**config.mk**
```make
export PLATFORM = sky130hd
export DESIGN_NAME = sha1_message_digest_flat
export DESIGN_NICKNAME = d
export VERILOG_FILES = /design/src/sha1md_pkg.sv /design/src/sha1md_if.sv /design/src/sha1md_round.sv /design/src/sha1_message_digest.sv /design/src/flat_wrapper.sv
export VERILOG_INCLUDE_DIRS = /design/src /design/src/src
export SDC_FILE = /design/constraint.sdc
export NUM_CORES = 2
export LEC_CHECK = 0
export BUFFER_PORTS_ARGS = -buffer_cell sky130_fd_sc_hd__buf_2
export CAP_MARGIN = 20
export CORE_MARGIN = 4
export CORE_UTILIZATION = 39
export DETAILED_ROUTE_END_ITERATION = 7
export PLACE_DENSITY = 0.57
export RECOVER_POWER = 25
export SYNTH_ARGS = -nofsm -noshare
export SYNTH_HDL_FRONTEND = slang
export SYNTH_HIERARCHICAL = 1
export SYNTH_SLANG_ARGS = --single-unit
```
**constraint.sdc**
```tcl
create_clock -name clock -period 8.6 [get_ports clock]
set_clock_uncertainty 0.1 [all_clocks]
set_input_delay 1.72 -clock clock [delete_from_list [all_inputs] [get_ports clock]]
set_output_delay 1.72 -clock clock [all_outputs]
set_load 0.02 [all_outputs]
```
**src/assert_macros.svh**
```systemverilog
`ifndef ASSERT_MACROS_SVH
`define ASSERT_MACROS_SVH

// property holds at every clock edge outside reset
`define CHECK_ALWAYS(label, clk, rst, prop) \
   label: assert property (@(posedge clk) disable iff (rst) (prop)) \
      else $error("assertion failed");

// consequent holds in the cycle after the antecedent
`define CHECK_NEXT(label, clk, rst, ante, cons) \
   label: assert property (@(posedge clk) disable iff (rst) (ante) |=> (cons)) \
      else $error("assertion failed");

`endif

```
**src/sha1md_pkg.sv**
```systemverilog
package sha1md_pkg;

   typedef logic [31:0]      word_type;
   typedef logic [4:0][31:0] chain_type;

   localparam int unsigned NUM_WORDS = 5;

   localparam logic [2:0]  CSR_LIMIT     = 3'(NUM_WORDS);
   localparam logic [2:0]  LAST_WORD_IDX = 3'(NUM_WORDS - 1);

   localparam logic [6:0]  BLOCK_BYTES = 7'd64;
   localparam logic [6:0]  LEN_FILL    = 7'd56;
   localparam logic [6:0]  LAST_ROUND  = 7'd79;
   localparam logic [7:0]  PAD_BYTE    = 8'h80;

   localparam word_type    ROUND_K0 = 32'h5a827999;
   localparam word_type    ROUND_K1 = 32'h6ed9eba1;
   localparam word_type    ROUND_K2 = 32'h8f1bbcdc;
   localparam word_type    ROUND_K3 = 32'hca62c1d6;

   localparam chain_type   INIT_CHAIN = {32'hc3d2e1f0, 32'h10325476, 32'h98badcfe,
                                         32'hefcdab89, 32'h67452301};

   typedef struct packed {
      logic load;
      logic step;
   } round_ctrl_type;

   typedef struct packed {
      logic final_round;
   } round_stat_type;

endpackage

```
**src/sha1md_if.sv**
```systemverilog
interface sha1md_req_if;
   logic        valid;
   logic        ready;
   logic [31:0] data_word;
   logic [2:0]  valid_bytes;
   logic        last;

   modport source (output valid, output data_word, output valid_bytes, output last,
                   input ready);
   modport sink   (input valid, input data_word, input valid_bytes, input last,
                   output ready);
endinterface

interface sha1md_rsp_if;
   logic        valid;
   logic        ready;
   logic [31:0] digest_word;
   logic [2:0]  word_index;
   logic        last_word;

   modport source (output valid, output digest_word, output word_index, output last_word,
                   input ready);
   modport sink   (input valid, input digest_word, input word_index, input last_word,
                   output ready);
endinterface

interface sha1md_csr_if;
   logic        valid;
   logic        ready;
   logic [2:0]  index;
   logic [31:0] data;

   modport source (output valid, output index, output data, input ready);
   modport sink   (input valid, input index, input data, output ready);
endinterface

```
**src/sha1md_round.sv**
```systemverilog
`include "assert_macros.svh"

module sha1md_round import sha1md_pkg::*; (
   input  logic           clock,
   input  logic           reset,
   input  round_ctrl_type ctrl,
   input  chain_type      chain,
   input  word_type       w,
   output chain_type      regs,
   output round_stat_type stat
);

   logic [6:0] round_count_ff;
   logic [6:0] round_count_in;
   chain_type  regs_ff;
   chain_type  regs_in;
   word_type   f;
   word_type   k;
   word_type   t;

   always_comb begin
      if (round_count_ff < 7'd20) begin
         f = regs_ff[3] ^ (regs_ff[1] & (regs_ff[2] ^ regs_ff[3]));
         k = ROUND_K0;
      end else if (round_count_ff < 7'd40) begin
         f = regs_ff[1] ^ regs_ff[2] ^ regs_ff[3];
         k = ROUND_K1;
      end else if (round_count_ff < 7'd60) begin
         f = (regs_ff[1] & regs_ff[2]) | (regs_ff[3] & (regs_ff[1] | regs_ff[2]));
         k = ROUND_K2;
      end else begin
         f = regs_ff[1] ^ regs_ff[2] ^ regs_ff[3];
         k = ROUND_K3;
      end
      t = {regs_ff[0][26:0], regs_ff[0][31:27]} + f + regs_ff[4] + w + k;
   end

   always_comb begin
      regs_in        = regs_ff;
      round_count_in = round_count_ff;
      if (ctrl.load) begin
         regs_in        = chain;
         round_count_in = 7'd0;
      end else if (ctrl.step) begin
         regs_in[4] = regs_ff[3];
         regs_in[3] = regs_ff[2];
         regs_in[2] = {regs_ff[1][1:0], regs_ff[1][31:2]};
         regs_in[1] = regs_ff[0];
         regs_in[0] = t;
         round_count_in = (round_count_ff == LAST_ROUND) ? 7'd0 : round_count_ff + 7'd1;
      end
   end

   always_ff @(posedge clock) begin
      if (reset) begin
         round_count_ff <= 7'd0;
      end else begin
         round_count_ff <= round_count_in;
      end
   end

   always_ff @(posedge clock) begin
      regs_ff <= regs_in;
   end

   assign regs             = regs_ff;
   assign stat.final_round = (round_count_ff == LAST_ROUND);

   `CHECK_ALWAYS(a_count_range, clock, reset, round_count_ff <= LAST_ROUND)
   `CHECK_ALWAYS(a_ctrl_excl, clock, reset, !(ctrl.load && ctrl.step))
   `CHECK_NEXT(a_load_clears, clock, reset, ctrl.load, round_count_ff == 7'd0)

endmodule

```
**src/sha1_message_digest.sv**
```systemverilog
// SHA-1 digest of a byte stream.
// req_if : message items, data_word with earliest byte in bits 31:24, valid_bytes
//          (values above four count as four) and last on the final item.
// rsp_if : five digest words, word_index 0 first, last_word on index 4.
// csr_if : writes init_word_a..e at index 0..4; other indexes are ignored. The
//          values are taken at the first item of the next message. Always ready.
// Flow: a full word at a 4-byte aligned fill position that is not the last
// item is written straight into the block buffer on acceptance. Any other item
// is unpacked byte by byte, or as one word if it is a full last word at an
// aligned position, while req_if.ready is low. Each 64-byte block then runs
// 80 rounds on a single shared round unit plus one chaining add, during which
// req_if.ready is low, so no new item is taken until the block is done. After
// the last item the pad byte and zero fill are written, one or two block
// compressions follow, and the five result words come out one per accepted
// handshake.
// Reset clears the message state and restores the standard initial values.
// While rsp_if.ready is low the current result word holds and no item is taken.
`include "assert_macros.svh"

module sha1_message_digest import sha1md_pkg::*; (
   input logic         clock,
   input logic         reset,
   sha1md_req_if.sink   req_if,
   sha1md_rsp_if.source rsp_if,
   sha1md_csr_if.sink   csr_if
);

   typedef enum logic [6:0] {
      S_IDLE  = 7'b0000001,
      S_PACK  = 7'b0000010,
      S_PAD   = 7'b0000100,
      S_ZERO  = 7'b0001000,
      S_ROUND = 7'b0010000,
      S_ADD   = 7'b0100000,
      S_SEND  = 7'b1000000
   } state_type;

   state_type      state_ff, state_in;
   state_type      ret_ff, ret_in;
   logic           final_ff, final_in;
   logic           active_ff, active_in;
   logic [6:0]     fill_ff, fill_in;
   logic [63:0]    bitlen_ff, bitlen_in;
   word_type       hold_ff, hold_in;
   logic [2:0]     rem_ff, rem_in;
   logic           last_ff, last_in;
   logic [2:0]     idx_ff, idx_in;
   chain_type      init_ff;
   chain_type      chain_ff, chain_in;
   word_type       buf_ff [16];

   logic           req_accept;
   logic           rsp_accept;
   logic [2:0]     nb_c;
   logic           fast;
   logic [6:0]     fill_nx;
   logic           start_blk;
   logic           blk_final;
   state_type      blk_ret;
   logic           wr_en;
   logic [3:0]     wr_addr;
   word_type       wr_data;
   word_type       byte_merged;
   logic [7:0]     byte_val;
   logic [4:0]     byte_sh;
   logic           len_we;
   logic           shift_en;
   word_type       sched_new;
   round_ctrl_type rctrl;
   round_stat_type rstat;
   chain_type      rregs;

   assign req_accept = req_if.valid && req_if.ready;
   assign rsp_accept = rsp_if.valid && rsp_if.ready;
   assign nb_c       = (req_if.valid_bytes > 3'd4) ? 3'd4 : req_if.valid_bytes;
   assign fast       = (fill_ff[1:0] == 2'b00) && (nb_c == 3'd4) && !req_if.last;

   assign byte_val    = (state_ff == S_PAD) ? PAD_BYTE : hold_ff[31:24];
   assign byte_sh     = {~fill_ff[1:0], 3'b000};
   assign byte_merged = ((fill_ff[1:0] == 2'b00) ? 32'd0 : buf_ff[fill_ff[5:2]])
                        | ({24'd0, byte_val} << byte_sh);
   assign sched_new   = buf_ff[13] ^ buf_ff[8] ^ buf_ff[2] ^ buf_ff[0];

   always_comb begin
      state_in  = state_ff;
      ret_in    = ret_ff;
      final_in  = final_ff;
      active_in = active_ff;
      fill_in   = fill_ff;
      bitlen_in = bitlen_ff;
      hold_in   = hold_ff;
      rem_in    = rem_ff;
      last_in   = last_ff;
      idx_in    = idx_ff;
      chain_in  = chain_ff;
      fill_nx   = fill_ff;
      start_blk = 1'b0;
      blk_final = 1'b0;
      blk_ret   = S_IDLE;
      wr_en     = 1'b0;
      wr_addr   = fill_ff[5:2];
      wr_data   = byte_merged;
      len_we    = 1'b0;
      shift_en  = 1'b0;
      rctrl     = '0;

      case (state_ff)
         S_IDLE: begin
            if (req_accept) begin
               if (!active_ff) begin
                  chain_in = init_ff;
               end
               active_in = 1'b1;
               bitlen_in = bitlen_ff + {58'd0, nb_c, 3'b000};
               if (fast) begin
                  wr_en   = 1'b1;
                  wr_data = req_if.data_word;
                  fill_nx = fill_ff + 7'd4;
                  if (fill_nx == BLOCK_BYTES) begin
                     fill_in   = 7'd0;
                     start_blk = 1'b1;
                     blk_ret   = S_IDLE;
                  end else begin
                     fill_in = fill_nx;
                  end
               end else begin
                  hold_in  = req_if.data_word;
                  rem_in   = nb_c;
                  last_in  = req_if.last;
                  state_in = S_PACK;
               end
            end
         end
         S_PACK: begin
            if (rem_ff == 3'd0) begin
               state_in = last_ff ? S_PAD : S_IDLE;
            end else begin
               wr_en = 1'b1;
               if ((fill_ff[1:0] == 2'b00) && (rem_ff == 3'd4)) begin
                  wr_data = hold_ff;
                  rem_in  = 3'd0;
                  fill_nx = fill_ff + 7'd4;
               end else begin
                  hold_in = {hold_ff[23:0], 8'd0};
                  rem_in  = rem_ff - 3'd1;
                  fill_nx = fill_ff + 7'd1;
               end
               if (fill_nx == BLOCK_BYTES) begin
                  fill_in   = 7'd0;
                  start_blk = 1'b1;
                  blk_ret   = S_PACK;
               end else begin
                  fill_in = fill_nx;
               end
            end
         end
         S_PAD: begin
            wr_en   = 1'b1;
            fill_nx = {fill_ff[6:2] + 5'd1, 2'b00};
            if (fill_nx == BLOCK_BYTES) begin
               fill_in   = 7'd0;
               start_blk = 1'b1;
               blk_ret   = S_ZERO;
            end else begin
               fill_in  = fill_nx;
               state_in = S_ZERO;
            end
         end
         S_ZERO: begin
            if (fill_ff == LEN_FILL) begin
               len_we    = 1'b1;
               fill_in   = 7'd0;
               start_blk = 1'b1;
               blk_final = 1'b1;
            end else begin
               wr_en   = 1'b1;
               wr_data = 32'd0;
               fill_nx = fill_ff + 7'd4;
               if (fill_nx == BLOCK_BYTES) begin
                  fill_in   = 7'd0;
                  start_blk = 1'b1;
                  blk_ret   = S_ZERO;
               end else begin
                  fill_in = fill_nx;
               end
            end
         end
         S_ROUND: begin
            rctrl.step = 1'b1;
            shift_en   = 1'b1;
            if (rstat.final_round) begin
               state_in = S_ADD;
            end
         end
         S_ADD: begin
            for (int j = 0; j < NUM_WORDS; j++) begin
               chain_in[j] = chain_ff[j] + rregs[j];
            end
            idx_in   = 3'd0;
            state_in = final_ff ? S_SEND : ret_ff;
         end
         S_SEND: begin
            if (rsp_accept) begin
               if (idx_ff == LAST_WORD_IDX) begin
                  idx_in    = 3'd0;
                  active_in = 1'b0;
                  bitlen_in = 64'd0;
                  state_in  = S_IDLE;
               end else begin
                  idx_in = idx_ff + 3'd1;
               end
            end
         end
         default: begin
            state_in = S_IDLE;
         end
      endcase

      if (start_blk) begin
         rctrl.load = 1'b1;
         state_in   = S_ROUND;
         ret_in     = blk_ret;
         final_in   = blk_final;
      end
   end

   always_ff @(posedge clock) begin
      if (reset) begin
         state_ff  <= S_IDLE;
         ret_ff    <= S_IDLE;
         final_ff  <= 1'b0;
         active_ff <= 1'b0;
         fill_ff   <= 7'd0;
         bitlen_ff <= 64'd0;
         rem_ff    <= 3'd0;
         last_ff   <= 1'b0;
         idx_ff    <= 3'd0;
         chain_ff  <= INIT_CHAIN;
         init_ff   <= INIT_CHAIN;
      end else begin
         state_ff  <= state_in;
         ret_ff    <= ret_in;
         final_ff  <= final_in;
         active_ff <= active_in;
         fill_ff   <= fill_in;
         bitlen_ff <= bitlen_in;
         rem_ff    <= rem_in;
         last_ff   <= last_in;
         idx_ff    <= idx_in;
         chain_ff  <= chain_in;
         if (csr_if.valid && csr_if.ready && (csr_if.index < CSR_LIMIT)) begin
            init_ff[csr_if.index] <= csr_if.data;
         end
      end
   end

   always_ff @(posedge clock) begin
      hold_ff <= hold_in;
   end

   // block buffer doubles as the message schedule shift line during the rounds
   always_ff @(posedge clock) begin
      if (shift_en) begin
         for (int i = 0; i < 15; i++) begin
            buf_ff[i] <= buf_ff[i + 1];
         end
         buf_ff[15] <= {sched_new[30:0], sched_new[31]};
      end else if (len_we) begin
         buf_ff[14] <= bitlen_ff[63:32];
         buf_ff[15] <= bitlen_ff[31:0];
      end else if (wr_en) begin
         buf_ff[wr_addr] <= wr_data;
      end
   end

   sha1md_round u_round (
      .clock (clock),
      .reset (reset),
      .ctrl  (rctrl),
      .chain (chain_ff),
      .w     (buf_ff[0]),
      .regs  (rregs),
      .stat  (rstat)
   );

   assign req_if.ready       = (state_ff == S_IDLE);
   assign csr_if.ready       = 1'b1;
   assign rsp_if.valid       = (state_ff == S_SEND);
   assign rsp_if.digest_word = chain_ff[idx_ff];
   assign rsp_if.word_index  = idx_ff;
   assign rsp_if.last_word   = (idx_ff == LAST_WORD_IDX);

   `CHECK_ALWAYS(a_rsp_blocks_req, clock, reset, !(rsp_if.valid && req_if.ready))
   `CHECK_ALWAYS(a_fill_range, clock, reset, fill_ff < BLOCK_BYTES)
   `CHECK_NEXT(a_send_advance, clock, reset, rsp_accept && !rsp_if.last_word, rsp_if.valid)

endmodule
```
**src/flat_wrapper.sv**
```systemverilog
// flat-port wrapper written by rule: the top's interface ports become plain ports
module sha1_message_digest_flat import sha1md_pkg::*;
  (clock, reset, req_if_valid, req_if_data_word, req_if_valid_bytes, req_if_last, req_if_ready, rsp_if_valid, rsp_if_digest_word, rsp_if_word_index, rsp_if_last_word, rsp_if_ready, csr_if_valid, csr_if_index, csr_if_data, csr_if_ready);
  sha1md_req_if req_if_i ();
  sha1md_rsp_if rsp_if_i ();
  sha1md_csr_if csr_if_i ();
  input logic clock;
  input logic reset;
  input wire logic [$bits(req_if_i.valid)-1:0] req_if_valid;
  input wire logic [$bits(req_if_i.data_word)-1:0] req_if_data_word;
  input wire logic [$bits(req_if_i.valid_bytes)-1:0] req_if_valid_bytes;
  input wire logic [$bits(req_if_i.last)-1:0] req_if_last;
  output wire logic [$bits(req_if_i.ready)-1:0] req_if_ready;
  output wire logic [$bits(rsp_if_i.valid)-1:0] rsp_if_valid;
  output wire logic [$bits(rsp_if_i.digest_word)-1:0] rsp_if_digest_word;
  output wire logic [$bits(rsp_if_i.word_index)-1:0] rsp_if_word_index;
  output wire logic [$bits(rsp_if_i.last_word)-1:0] rsp_if_last_word;
  input wire logic [$bits(rsp_if_i.ready)-1:0] rsp_if_ready;
  input wire logic [$bits(csr_if_i.valid)-1:0] csr_if_valid;
  input wire logic [$bits(csr_if_i.index)-1:0] csr_if_index;
  input wire logic [$bits(csr_if_i.data)-1:0] csr_if_data;
  output wire logic [$bits(csr_if_i.ready)-1:0] csr_if_ready;
  assign req_if_i.valid = req_if_valid;
  assign req_if_i.data_word = req_if_data_word;
  assign req_if_i.valid_bytes = req_if_valid_bytes;
  assign req_if_i.last = req_if_last;
  assign req_if_ready = req_if_i.ready;
  assign rsp_if_valid = rsp_if_i.valid;
  assign rsp_if_digest_word = rsp_if_i.digest_word;
  assign rsp_if_word_index = rsp_if_i.word_index;
  assign rsp_if_last_word = rsp_if_i.last_word;
  assign rsp_if_i.ready = rsp_if_ready;
  assign csr_if_i.valid = csr_if_valid;
  assign csr_if_i.index = csr_if_index;
  assign csr_if_i.data = csr_if_data;
  assign csr_if_ready = csr_if_i.ready;
  sha1_message_digest u_core (.clock(clock), .reset(reset), .req_if(req_if_i), .rsp_if(rsp_if_i), .csr_if(csr_if_i));
endmodule
```
==> out/metrics.cfg <==
[placed_design]
io_buffer_count=113
dpl.hpwl_um=167800
place.gp.congestion=0.9596

[clocking]
cts_tree=built
clockBufferDepth=3
post-cts-setup-buffer-count=0
worstSkewPairLatency_ns=0.80
cts_root_buf=clkbuf_16
cts-resized-gates=0
cts_hold_buf=0
clk_pin_slew_worst_paths_ns=0.06
clock_sinks=1122
cts_made_buffers=133
htree_levels=4

[sta]
fin_setup_tns_ns=0
rsz0062_at_grt=false
finalSetupViolations=0
worst_pin_slew_ns=3.935
report.final.slew_viol_count=761
hold_slack_ns=0.3552
period_needed_ns=7.231
relSlewSlack_pct=-162.3
finalHoldViolations=0
finalCritPeriodShare_pct=84.08
fmax_mhz=138.3

[worst_setup_path]
critical_path.startpoint=u_core/state_ff[2]
worstSetupEndpointType=register
worstPathRequired_ns=9.23
reg2regPathDepth=11
regToRegEndpoint=u_core/chain_ff[144]
path_class=register to register
arrival_ns=7.86
start_kind=register
cp_max_fo=40
r2r_start=u_core/state_ff[2]
rrSetupSlack_ns=1.37

[min_path]
hold_depth=2
hp-class=register to register
holdPathEnd=u_core/init_ff[155]
min_from=u_core/init_ff[155]

[power_and_ir_drop]
p_per_area_nw_per_um2=203.2
p_sw_uw=4525
max-vdd-ir-drop_mv=0.1789
switching_share_pct=30.12
p_comb_share_pct=20.5
p_clk_share_pct=38.5
intPower_uw=10500
p_leak_uw=0.02794
seqPwrFrac_pct=41.0

[synthesis]
synth_ff_type=edfxtp_1
syn_inst=6933
synth_edf_count=704
synth_area_leaders=edfxtp_1 32%, dfxtp_1 12%, nand2_1 8.7%
synth_fp_nets=7341
synth_top_area_share_pct=31.54
synth_cell_types=97
synth_area_per_cell_um2=9.669
yosysSeqAreaShare_pct=44.02
yosys.area.top_type=edfxtp_1
yosysWarnings=6
postSynth.asyncResetShare_pct=0
yosys-top-cells-count=1557 x nand2_1, 753 x o21ai_0, 704 x edfxtp_1, 418 x dfxtp_1, 388 x clkbuf_1
ys_ff_latch=1122
yosysMostFrequentCell=nand2_1
syn_area_um2=67030

[routing]
dr_wl_met3_um=19380
drt_pass1_iterations=6
met1_length_um=101300
routedWlPerCell_um=26.34
wl_um=241300
vias_per_cell=5.950
vias=54524
antenna_left=0
wl_met2_um=111400
drtIter0Drc=6272
drc=0
top_layer=met4

[die]
ios=115
design.die.area_um2=178600
die_x_um=422.6
coreArea_um2=170000
rows=151
die_h_um=422.6
start_util_pct=39.42

[global_route]
grt_max_degree=188
grt_pass1_vias=51821
gr-total-overflow=0
antenna_found_initial=3
grt_pass1_wl_um=354200
grtUsageTotal_pct=26.22

[run_status]
status=finished with violations
violations=max-capacitance violations, max-slew violations

[run]
cap_violations=20

[layout]
drive_above_1_share_pct=11.90
area_growth_pct=10.30
final_nets=7244

## power groups by stage
stage	Combinational, uW	Clock (uW)	Sequential [uW]
6_report	3080	5790	6160
5_1_grt	3310	6110	6170
4_1_cts	3040	5900	6150
3_5_place_dp	3030	0	6270
3_3_place_gp	3010	0	6270
2_1_floorplan	2230	0	6090
## state kept, by name, indices dropped and copies added (netlist names), 3 cells and up, named ones only
| signal | count |
|---|---|
| u_core/hold_ff | 32 |
| u_core/rem_ff | 3 |
| u_core/init_ff | 160 |
| u_core/fill_ff | 7 |
| u_core/rsp_if.word_index | 3 |
| u_core/chain_ff | 160 |
| u_core/u_round/regs | 160 |
| u_core/buf_ff | 512 |
| u_core/state_ff | 7 |
| u_core/bitlen_ff | 61 |
| u_core/ret_ff | 3 |
| u_core/u_round/round_count_ff | 7 |
## cells by family after synthesis
family / Yosys count / synth area share (%)
buf+inv: 743 / 4.299
xor+xnor: 301 / 3.933
other cells: 1 / 0.005594
mux: 354 / 9.092
compound gates: 1712 / 15.69
flops: 1122 / 44.02
simple gates: 2368 / 15.35
fa+ha+maj: 332 / 7.608
## metal layers
layer  vias to the layer above  global-route usage (%)
li1                      24654                       -
met1                     27011                   36.00
met2                      2443                   41.97
met3                       416                   4.196
met4                         0                   9.431
met5                         -                       0
## worst max-delay path by stage
stage | slack [ns] | cells past startpoint | end
global route | 0.84 | 7 | rsp_if_digest_word[31]
finish | 1.37 | 11 | u_core/chain_ff[144]
floorplan | 2.55 | 10 | u_core/u_round/regs[0]
detailed placement | 1.77 | 20 | u_core/u_round/regs[31]
global placement | 1.93 | 20 | u_core/u_round/regs[31]
CTS | 1.75 | 20 | u_core/u_round/regs[31]
## critical path, stage by stage (launching register included)
cell and delay [ns]:
dfxtp_1 0.35, or3_2 0.48, nor3_1 0.40, nand2_1 0.25, inv_1 0.20, nand2_1 0.16
nor2_1 1.09, clkbuf_1 1.35, clkbuf_1 1.80, nand2_1 0.44, a31o_2 0.37, a21oi_1 0.10
## cell usage in the layout (no fill, tap or decap), drive strengths merged, types with 43 or more instances in the layout
cell    count
nand2    1558
o21ai     756
edfxtp    704
dfxtp     418
a21oi     368
nor2      298
inv       298
xnor2     221
ha        206
clkbuf    206
buf       197
mux4      192
fa        126
mux2      116
nand3      94
a21o       94
nand3b     86
xor2       80
a311oi     58
nor3       55
nand2b     46
mux2i      46
a22oi      45
o211ai     43
and3       43
## per-stage QoR
stage / setup slack [ns] / total power (uW) / std cells / area, um^2 / util (%)
floorplan: 2.548 / 8313 / 6933 / 67030 / -
global placement: 1.927 / 9277 / 8916 / 69610 / 40.94
detailed placement: 1.775 / 9293 / 8918 / 69650 / 40.96
CTS: 1.752 / 15090 / 9161 / 74060 / 43.55
global route: 0.8369 / 15590 / 9162 / 73930 / 43.48
finish: 1.369 / 15030 / 9163 / 73940 / 43.48
## layout make-up
cell class,count,area (um^2)
diodes,1,2.502
clock buffers,183,3816
clock inverters,60,590.6
fillers,16372,96100
inverters,291,1092
multi-input cells,5068,34750
flip-flops and latches,1122,29520
well taps,2218,2775
repair buffers,220,1391
(Power assumes the default switching activity.)
